### src/rtl/gmpt_pkg.sv
// gmpt_pkg: request codes and field widths shared by the priority table and its checker
`timescale 1ns / 1ps

package gmpt_pkg;

    localparam int REQ_W   = 2;
    localparam int ITEM_W  = 6;
    localparam int GROUP_W = 4;
    localparam int PRIO_W  = 16;

    typedef enum logic [REQ_W-1:0] {
        REQ_LOAD   = 2'd0,
        REQ_CHANGE = 2'd1,
        REQ_QUERY  = 2'd2,
        REQ_NONE   = 2'd3
    } req_type_t;

endpackage

### src/rtl/grouped_max_priority_table_unit.sv
// grouped_max_priority_table_unit: per-group maximum priority table held in one memory
//
//  channel | direction | handshake              | payload
//  in      | input     | in_valid / in_ready    | req_type, item_id, group_id, priority_req
//  out     | output    | out_valid / out_ready  | ok, best_item, best_priority
//
// load and rejected requests skip to S_DONE; change: memory read, then write back
// query: the scan reads one table entry per cycle from the memory
// after reset a clearing pass empties every table entry; in_ready stays low
// the output register holds a result until taken; a new request is accepted meanwhile
// and its result waits in the finishing state while the output register is full
`timescale 1ns / 1ps

module grouped_max_priority_table_unit #(
    parameter int NUM_ITEMS     = 64,
    parameter int NUM_GROUPS    = 16,
    parameter int PRIORITY_BITS = 16
) (
    input  logic                        clk,
    input  logic                        rst_n,
    input  logic                        in_valid,
    output logic                        in_ready,
    input  logic [gmpt_pkg::REQ_W-1:0]  req_type,
    input  logic [gmpt_pkg::ITEM_W-1:0] item_id,
    input  logic [gmpt_pkg::GROUP_W-1:0] group_id,
    input  logic [gmpt_pkg::PRIO_W-1:0] priority_req,
    output logic                        out_valid,
    input  logic                        out_ready,
    output logic                        ok,
    output logic [gmpt_pkg::ITEM_W-1:0] best_item,
    output logic [gmpt_pkg::PRIO_W-1:0] best_priority
);

    import gmpt_pkg::*;

    localparam int IDX_W = $clog2(NUM_ITEMS);
    localparam logic [IDX_W-1:0] LAST_IDX = IDX_W'(NUM_ITEMS - 1);

    typedef struct packed {
        logic                     valid;
        logic [GROUP_W-1:0]       grp;
        logic [PRIORITY_BITS-1:0] prio;
    } entry_t;

    typedef enum logic [2:0] {
        S_CLEAR,
        S_IDLE,
        S_CHANGE,
        S_SCAN,
        S_DONE
    } state_t;

    entry_t mem [NUM_ITEMS];
    entry_t mem_q;

    logic               mem_wr_en;
    logic [IDX_W-1:0]   mem_wr_addr;
    entry_t             mem_wr_data;
    logic               mem_rd_en;
    logic [IDX_W-1:0]   mem_rd_addr;

    state_t                   state_reg, state_next;
    logic [IDX_W-1:0]         idx_reg, idx_next;
    logic [GROUP_W-1:0]       grp_reg, grp_next;
    logic [PRIORITY_BITS-1:0] new_prio_reg, new_prio_next;
    logic                     found_reg, found_next;
    logic [IDX_W-1:0]         best_idx_reg, best_idx_next;
    logic [PRIORITY_BITS-1:0] best_prio_reg, best_prio_next;
    logic                     out_valid_reg, out_valid_next;
    logic                     ok_reg, ok_next;
    logic [ITEM_W-1:0]        best_item_reg, best_item_next;
    logic [PRIO_W-1:0]        best_priority_reg, best_priority_next;

    logic                     accept;
    logic [31:0]              item_ext;
    logic [31:0]              group_ext;
    logic [31:0]              prio_in_ext;
    logic [31:0]              idx_out_ext;
    logic [31:0]              prio_out_ext;
    logic                     item_in_range;
    logic                     group_in_range;
    logic [IDX_W-1:0]         item_idx;
    logic [PRIORITY_BITS-1:0] prio_in;
    logic                     hit;
    logic                     out_free;

    assign in_ready       = (state_reg == S_IDLE);
    assign accept         = in_valid && in_ready;
    assign item_ext       = 32'(item_id);
    assign group_ext      = 32'(group_id);
    assign prio_in_ext    = 32'(priority_req);
    assign item_in_range  = item_ext < 32'(NUM_ITEMS);
    assign group_in_range = group_ext < 32'(NUM_GROUPS);
    assign item_idx       = item_ext[IDX_W-1:0];
    assign prio_in        = prio_in_ext[PRIORITY_BITS-1:0];
    assign idx_out_ext    = 32'(best_idx_reg);
    assign prio_out_ext   = 32'(best_prio_reg);
    assign out_free       = !out_valid_reg || out_ready;
    assign hit            = mem_q.valid && (mem_q.grp == grp_reg)
                            && (!found_reg || (mem_q.prio > best_prio_reg));

    // table memory, one write and one registered read port
    always_ff @(posedge clk)
    begin
        if (mem_wr_en)
        begin
            mem[mem_wr_addr] <= mem_wr_data;
        end
        if (mem_rd_en)
        begin
            mem_q <= mem[mem_rd_addr];
        end
    end

    always_comb
    begin
        state_next         = state_reg;
        idx_next           = idx_reg;
        grp_next           = grp_reg;
        new_prio_next      = new_prio_reg;
        found_next         = found_reg;
        best_idx_next      = best_idx_reg;
        best_prio_next     = best_prio_reg;
        out_valid_next     = out_valid_reg && !out_ready;
        ok_next            = ok_reg;
        best_item_next     = best_item_reg;
        best_priority_next = best_priority_reg;
        mem_wr_en          = 1'b0;
        mem_wr_addr        = idx_reg;
        mem_wr_data        = '0;
        mem_rd_en          = 1'b0;
        mem_rd_addr        = idx_reg;

        case (state_reg)
            S_CLEAR:
            begin
                mem_wr_en   = 1'b1;
                mem_wr_addr = idx_reg;
                idx_next    = idx_reg + IDX_W'(1);
                if (idx_reg == LAST_IDX)
                begin
                    idx_next   = '0;
                    state_next = S_IDLE;
                end
            end
            S_IDLE:
            begin
                if (accept)
                begin
                    found_next     = 1'b0;
                    best_idx_next  = '0;
                    best_prio_next = '0;
                    grp_next       = group_id;
                    new_prio_next  = prio_in;
                    idx_next       = item_idx;
                    state_next     = S_DONE;
                    case (req_type_t'(req_type))
                        REQ_LOAD:
                        begin
                            if (item_in_range && group_in_range)
                            begin
                                mem_wr_en        = 1'b1;
                                mem_wr_addr      = item_idx;
                                mem_wr_data.valid = 1'b1;
                                mem_wr_data.grp  = group_id;
                                mem_wr_data.prio = prio_in;
                                found_next       = 1'b1;
                            end
                        end
                        REQ_CHANGE:
                        begin
                            if (item_in_range)
                            begin
                                mem_rd_en   = 1'b1;
                                mem_rd_addr = item_idx;
                                state_next  = S_CHANGE;
                            end
                        end
                        REQ_QUERY:
                        begin
                            if (group_in_range)
                            begin
                                mem_rd_en   = 1'b1;
                                mem_rd_addr = '0;
                                idx_next    = '0;
                                state_next  = S_SCAN;
                            end
                        end
                        default:
                        begin
                            found_next = 1'b0;
                        end
                    endcase
                end
            end
            S_CHANGE:
            begin
                // read-modify-write of the addressed entry
                if (mem_q.valid)
                begin
                    mem_wr_en        = 1'b1;
                    mem_wr_addr      = idx_reg;
                    mem_wr_data      = mem_q;
                    mem_wr_data.prio = new_prio_reg;
                    found_next       = 1'b1;
                end
                state_next = S_DONE;
            end
            S_SCAN:
            begin
                if (hit)
                begin
                    found_next     = 1'b1;
                    best_idx_next  = idx_reg;
                    best_prio_next = mem_q.prio;
                end
                if (idx_reg == LAST_IDX)
                begin
                    state_next = S_DONE;
                end
                else
                begin
                    mem_rd_en   = 1'b1;
                    mem_rd_addr = idx_reg + IDX_W'(1);
                    idx_next    = idx_reg + IDX_W'(1);
                end
            end
            S_DONE:
            begin
                if (out_free)
                begin
                    out_valid_next     = 1'b1;
                    ok_next            = found_reg;
                    best_item_next     = idx_out_ext[ITEM_W-1:0];
                    best_priority_next = prio_out_ext[PRIO_W-1:0];
                    state_next         = S_IDLE;
                end
            end
            default:
            begin
                state_next = S_IDLE;
            end
        endcase
    end

    always_ff @(posedge clk or negedge rst_n)
    begin
        if (!rst_n)
        begin
            state_reg         <= S_CLEAR;
            idx_reg           <= '0;
            grp_reg           <= '0;
            new_prio_reg      <= '0;
            found_reg         <= 1'b0;
            best_idx_reg      <= '0;
            best_prio_reg     <= '0;
            out_valid_reg     <= 1'b0;
            ok_reg            <= 1'b0;
            best_item_reg     <= '0;
            best_priority_reg <= '0;
        end
        else
        begin
            state_reg         <= state_next;
            idx_reg           <= idx_next;
            grp_reg           <= grp_next;
            new_prio_reg      <= new_prio_next;
            found_reg         <= found_next;
            best_idx_reg      <= best_idx_next;
            best_prio_reg     <= best_prio_next;
            out_valid_reg     <= out_valid_next;
            ok_reg            <= ok_next;
            best_item_reg     <= best_item_next;
            best_priority_reg <= best_priority_next;
        end
    end

    assign out_valid     = out_valid_reg;
    assign ok            = ok_reg;
    assign best_item     = best_item_reg;
    assign best_priority = best_priority_reg;

endmodule

### config.mk
export PLATFORM = sky130hd
export DESIGN_NAME = grouped_max_priority_table_unit
export DESIGN_NICKNAME = d
export VERILOG_FILES = /design/src/rtl/gmpt_pkg.sv /design/src/rtl/grouped_max_priority_table_unit.sv
export SDC_FILE = /design/constraint.sdc
export NUM_CORES = 2
export LEC_CHECK = 0
export ABC_AREA = 1
export BUFFER_PORTS_ARGS = -buffer_cell sky130_fd_sc_hd__buf_4
export CAP_MARGIN = 25
export CORE_UTILIZATION = 50
export CTS_CLUSTER_DIAMETER = 100
export DETAILED_ROUTE_END_ITERATION = 10
export GPL_TIMING_DRIVEN = 1
export HOLD_SLACK_MARGIN = 0.03
export PLACE_DENSITY_LB_ADDON = 0.2
export SLEW_MARGIN = 10
export SYNTH_ARGS = -nofsm -noshare
export SYNTH_HDL_FRONTEND = slang
export SYNTH_SLANG_ARGS = --single-unit
### constraint.sdc
create_clock -name clk -period 13.4 [get_ports clk]
set_input_delay 0.67 -clock clk [delete_from_list [all_inputs] [get_ports clk]]
set_output_delay 0.67 -clock clk [all_outputs]
set_load 0.02 [all_outputs]
* Word level (Yosys, flattened, before mapping)
Memory sizes are Yosys's and may differ from the RTL's. A register that Yosys moved wholly into a read port is not among the register bits.
Index checks and enable logic that the tools add are counted.
** Storage, ports and cells
- Bits in registers :: 76
- RAM bits :: 1344
- Output and inout bits :: 25
- Logic and storage cells :: 104
- Memories kept :: 1
** Operators by class
- $add $sub $neg :: 1
- Order comparisons :: 3
- Equal/unequal tests :: 14
- Muxes and demuxes :: 53
- Reductions and logical operators :: 21
** Memory list
- mem :: words 64, width 21, read ports 1, clocked after memory_dff 1, write ports 1, RTL line grouped_max_priority_table_unit.sv:53 : entry_t mem [NUM_ITEMS];
** Operator list (number)
- 2-to-1 mux 21 bit :: 4
- 2-to-1 mux 6 bit :: 14
- case mux 21 bit (2 select lines) :: 1
- case mux 6 bit (2 select lines) :: 3
- 2-to-1 mux 16 bit :: 2
- case mux 16 bit (2 select lines) :: 1
- 2-to-1 mux 3 bit :: 6
- case mux 6 bit (3 select lines) :: 1
- > comparator 16 bit :: 1
- 2-to-1 mux 1 bit :: 15
- case mux 3 bit (5 select lines) :: 1
- != test 2 bit, second input constant :: 5
- AND reduction 4 bit :: 2
- less-than comparator 6 x 7 -> 1 bit, second input constant :: 1
- adder 6 x 1 -> 6 bit, second input constant :: 1
- equality test 3 x 2 -> 1 bit, second input constant :: 2
- equality test 6 bit, second input constant :: 1
- case mux 1 bit (3 select lines) :: 2
- case mux 3 bit (2 select lines) :: 1
- AND reduction 2 bit :: 3
- nonzero test 3 bit :: 2
- logical AND 1 bit :: 5
- less-than comparator 4 x 5 -> 1 bit, second input constant :: 1
- equality test 4 bit :: 1
- other kinds (12) :: 16

* Depth between registers and ports, before layout
- Depth after elaboration :: 8
- Depth in mapped cells :: 19
- Depth with buffers taken out :: 17

* Worst setup path before layout
Ideal clock, no wire load.
- Kind :: input to register
- Start :: input in_valid
- End :: memory mem[0][18] in the netlist's numbering (data pin)
- Library setup time :: 0.702 ns
- Arrival :: 3.857 ns
- Setup slack :: 8.841 ns
- Cell stages on the path :: 5
- Cell sequence :: nand3_1 nor2_2 clkbuf_1 nand2_1 o21ai_0
** RTL lines
- start, declared :: RTL line grouped_max_priority_table_unit.sv:21 : input logic in_valid,
- end, declared :: RTL line grouped_max_priority_table_unit.sv:53

* Final worst setup path
- Start :: register idx_reg[1]
- End :: register mem_q[17] (netlist name)
** On the way
- Longest elaborated chain between the ends :: 4
- Elaborated cells on any way between the ends :: 10
- Classes of those cells :: add/sub: 1; eq/ne: 1; mux: 8
** Ends and longest elaborated chain
- start, declared :: RTL line grouped_max_priority_table_unit.sv:63 : logic [IDX_W-1:0] idx_reg, idx_next;
- start signal, assigned :: RTL line grouped_max_priority_table_unit.sv:265 : idx_reg <= idx_next;
- branches (longest 4 deep; another with adder 6 x 1 -> 6 bit)
Parallel ways; which one is timed is not known.
A chain may end at the register's enable or synchronous reset.

==> parameters.txt <==
Parameter                              Value

Worst setup path
  Worst Setup End Kind    flop
  Worst path required time    between 10000 and 15000 ps
  FF-to-FF path depth    18
  Kind of critical path    flop to flop
  CP arrival    roughly 7000 ps
  Register-to-Register Setup Slack    slightly above 7000 ps
  Kind of start point of the critical path    flop
  Reg-to-reg startpoint    idx_reg[1]
  Biggest fanout along the worst timing path    approximately 170
  Reg2Reg Capture Point    mem_q[17]

Place
  Routability congestion estimate from global placement    0.875
  Detailed placement HPWL    ~95 mm
  Post-placement setup slack    about 7300 ps
  # placed instances    between 7000 and 8000
  I/O Buffers    56
  Placement-stage cell area    between 60000 and 70000 um2

Routing
  Pre-antenna DRT Iters    8
  Vias/cell    a little under 6
  Antenna-violating nets left    0
  Number of vias after detailed routing    43800
  Sum of routed wire length over all layers    between 150 and 200 mm
  Total DRC errors in the routed layout    0
  Iter 0 DRT Violations    roughly 5600
  Per-cell routed wire length    approximately 24 um

Final layout
  Share of post-route cells with drive strength above 1    8.23%
  Commonest non-fill, non-tap cells in the layout    sky130_fd_sc_hd__nand3_1, sky130_fd_sc_hd__nand2_1, sky130_fd_sc_hd__edfxtp_1, sky130_fd_sc_hd__inv_1, sky130_fd_sc_hd__nand3b_1
  Commonest non-fill, non-tap cell in the layout    sky130_fd_sc_hd__nand3_1
  Utilization after layout    56.4%
  Max reg flops    between 1000 and 1500
  Post-layout net count    roughly 5800
  Total of fill cells in the finished design    between 10000 and 15000
  Number of cells in the finished layout apart from fillers    approximately 7500
  Layout-stage area growth over the synthesis result    11.2%
  Register bank with the most flops    mem
  Final non-filler cell area    70000 um2
  Registers with the highest flip-flop counts    mem (1344), mem_q (21)

Clocking
  Deepest clock path buffer count    3
  Hold_buf cts    0
  Number of H-tree levels    4
  CTS Sinks    1441
  TritonCTS clock tree    done
  Root Buffer    sky130_fd_sc_hd__clkbuf_16
  Post_cts resized    0
  Buffers inserted during post-CTS setup optimization    0
  Clock network latency to the later pin of the worst-skew pair    around 790 ps
  Total CTS buffers    approximately 150
  Worst-path clk slew    70 ps

STA
  Slew Limit Fails    0
  Clock Skew    22.6 ps
  Worst hold slack    157 ps
  Clock period minus worst slack    ~6300 ps
  Unrepaired setup endpoints after global routing    no
  Sum of negative setup slack    0 ps
  Top achievable clock speed    between 150 and 200 MHz
  Worst Max-Slew Pin Slew    around 1400 ps
  Final setup margin    around 7100 ps
  Slew margin rel.    between 4 and 5%
  Count of final hold-check violations    0
  Number of setup violations in the final report    0
  Final period utilization    between 40% and 50%

Status
  Outcome    completed

Synthesis
  Number of storage elements in the synthesis netlist    between 1000 and 1500
  Post-Synthesis Net Count    around 5900
  Register area share after synthesis    about 68%
  Syn avg cell area    roughly 11 um2
  Cells taking the most area after synthesis    sky130_fd_sc_hd__edfxtp_1, sky130_fd_sc_hd__nand3_1, sky130_fd_sc_hd__nand2_1
  Cell taking the most area after synthesis    sky130_fd_sc_hd__edfxtp_1
  Top-area cell type share of the netlist area    between 60% and 70%
  Count of different cell masters after synthesis    37
  Number of warnings issued by yosys    0
  Cell area after technology mapping    around 63000 um2
  Post-Syn Instances    a little under 6000

Global route
  Largest net degree at the start of global routing    about 220
  Number of antenna violations at the first check in global routing    6
  Grt ovf    0
  Total routing resource utilization after global routing    28.5%
  Wire length of the first global-routing pass    269 mm
  Vias in the first global route    between 40000 and 50000

Power
  Leakage    ~28 nW
  Tot Pwr    around 18 mW
  Power per unit of standard cell area    ~260 nW/um2
  Relative contribution of the clock network to total power    between 20 and 25%
  NetSw    approximately 8.6 mW
  Power share of the sequential group    about 30%
  Switching share of power    46.6%
  Share of power burned in combinational logic    between 40% and 50%
  VDD IR-drop max    ~0.00027 V
  Cell-internal power    around 10 mW

Floorplanning
  Die boundary width    357 um
  Effective utilization at floorplan    50.7%
  # IOs    57
  Overall die height    ~360 um
  Core Area    roughly 120000 um2
  Area enclosed by the die boundary    around 130000 um2
  Core Rows    129

Min path
  Depth of the worst hold-timing path    3
  Class of the tightest hold or removal check    input pin to flop
  Worst Min Path Start    group_id[0]
  Worst min-delay path endpoint    grp_reg[0]

Job
  Number of max-cap violations    0
cell families after synthesis:
kind of cell,synth area share (%)
buffers and inverters,6.29
multiplexers,0.0179
XOR/XNOR,0.0695
AO/OA/AOI/OAI,1.20
adder cells (fa/ha/maj),0.417
flip-flops,68.1
AND/OR/NAND/NOR,23.9
cell type report:
type | count | area (um2) | area share, %
Inverter | 580 | 2180 | 3.12
Tap cell | 1637 | 2050 | 2.92
Sequential cell | 1441 | 42900 | 61.2
Antenna cell | 3 | 7.51 | 0.0107
Multi-Input combinational cell | 3432 | 16800 | 24.0
Clock buffer | 190 | 4050 | 5.78
Clock inverter | 85 | 641 | 0.915
Timing Repair Buffer | 165 | 1390 | 1.99
critical path, cell delays in order (launching register included):
cell and delay [ps]:
sky130_fd_sc_hd__dfrtp_1 490, sky130_fd_sc_hd__ha_1 240, sky130_fd_sc_hd__nand3_1 180, sky130_fd_sc_hd__nor2_1 140, sky130_fd_sc_hd__nand2_1 90, sky130_fd_sc_hd__ha_1 280, sky130_fd_sc_hd__nor2_1 50, sky130_fd_sc_hd__nor2_1 320
sky130_fd_sc_hd__nand2_8 400, sky130_fd_sc_hd__nand2_8 790, sky130_fd_sc_hd__buf_4 740, sky130_fd_sc_hd__buf_12 620, sky130_fd_sc_hd__nand2_1 100, sky130_fd_sc_hd__nand3_1 110, sky130_fd_sc_hd__nand3_1 100, sky130_fd_sc_hd__nand3_1 230
sky130_fd_sc_hd__nand3_1 300, sky130_fd_sc_hd__nand3_1 380, sky130_fd_sc_hd__nand2_1 110
power groups by stage:
stage | clock network (mW) | logic, mW | registers (mW)
2_1_floorplan | 0 | 5.72 | 5.57
3_3_place_gp | 0 | 8.68 | 5.63
3_5_place_dp | 0 | 8.77 | 5.63
4_1_cts | 4.07 | 8.79 | 5.54
5_1_grt | 4.24 | 9.58 | 5.55
6_report | 4.03 | 8.92 | 5.54
how the worst max path moves through the flow:
stage	startpoint	to	slack, ps	cells past startpoint
after floorplan	in_valid	mem[0][18]	8840	5
after global placement	idx_reg[1]	mem_q[18]	7400	18
after detailed placement	idx_reg[1]	mem_q[17]	7290	18
after CTS	idx_reg[1]	mem_q[17]	7290	18
after global routing	idx_reg[1]	mem_q[17]	6870	18
final	idx_reg[1]	mem_q[17]	7100	18
synthesized netlist by cell type:
cell and number:
sky130_fd_sc_hd__edfxtp_1 1365, sky130_fd_sc_hd__nand2_2 4, sky130_fd_sc_hd__o21ai_0 83, sky130_fd_sc_hd__clkbuf_1 138, sky130_fd_sc_hd__o21ai_1 3, sky130_fd_sc_hd__xor2_1 5, sky130_fd_sc_hd__nand2_1 1454, sky130_fd_sc_hd__buf_2 205
sky130_fd_sc_hd__buf_6 5, sky130_fd_sc_hd__nor2_2 2, sky130_fd_sc_hd__clkinv_1 1, sky130_fd_sc_hd__nand4_1 9, sky130_fd_sc_hd__o22ai_1 19, sky130_fd_sc_hd__buf_4 13, sky130_fd_sc_hd__a31oi_1 5, sky130_fd_sc_hd__nor2_4 2
sky130_fd_sc_hd__buf_1 23, sky130_fd_sc_hd__nand3b_1 231, sky130_fd_sc_hd__o21ai_2 3, sky130_fd_sc_hd__nand4_4 1, sky130_fd_sc_hd__nor3_1 5, sky130_fd_sc_hd__inv_2 6, sky130_fd_sc_hd__dfrtp_1 76, sky130_fd_sc_hd__nor2_1 96
sky130_fd_sc_hd__nand3_1 1455, sky130_fd_sc_hd__nor3_4 1, sky130_fd_sc_hd__mux2_2 1, sky130_fd_sc_hd__a21oi_1 14, sky130_fd_sc_hd__ha_1 21, sky130_fd_sc_hd__a32oi_1 2, sky130_fd_sc_hd__o211ai_1 4, sky130_fd_sc_hd__nor4_1 8
sky130_fd_sc_hd__o31ai_1 1, sky130_fd_sc_hd__a22oi_1 1, sky130_fd_sc_hd__a21o_1 1, sky130_fd_sc_hd__a211o_1 1, sky130_fd_sc_hd__inv_1 573
per-layer routing:
metal / track usage, % / up-vias / part of all wire [%]
met1: 39.0 / 21600 / 41
met2: 46.0 / 2017 / 48
met4: 11.7 / 4 / 3.8
met3: 4.17 / 305 / 7.8
met5: 0 / - / 0.015
li1: - / 19900 / -
Note: power is estimated with default switching activity, not from simulation.
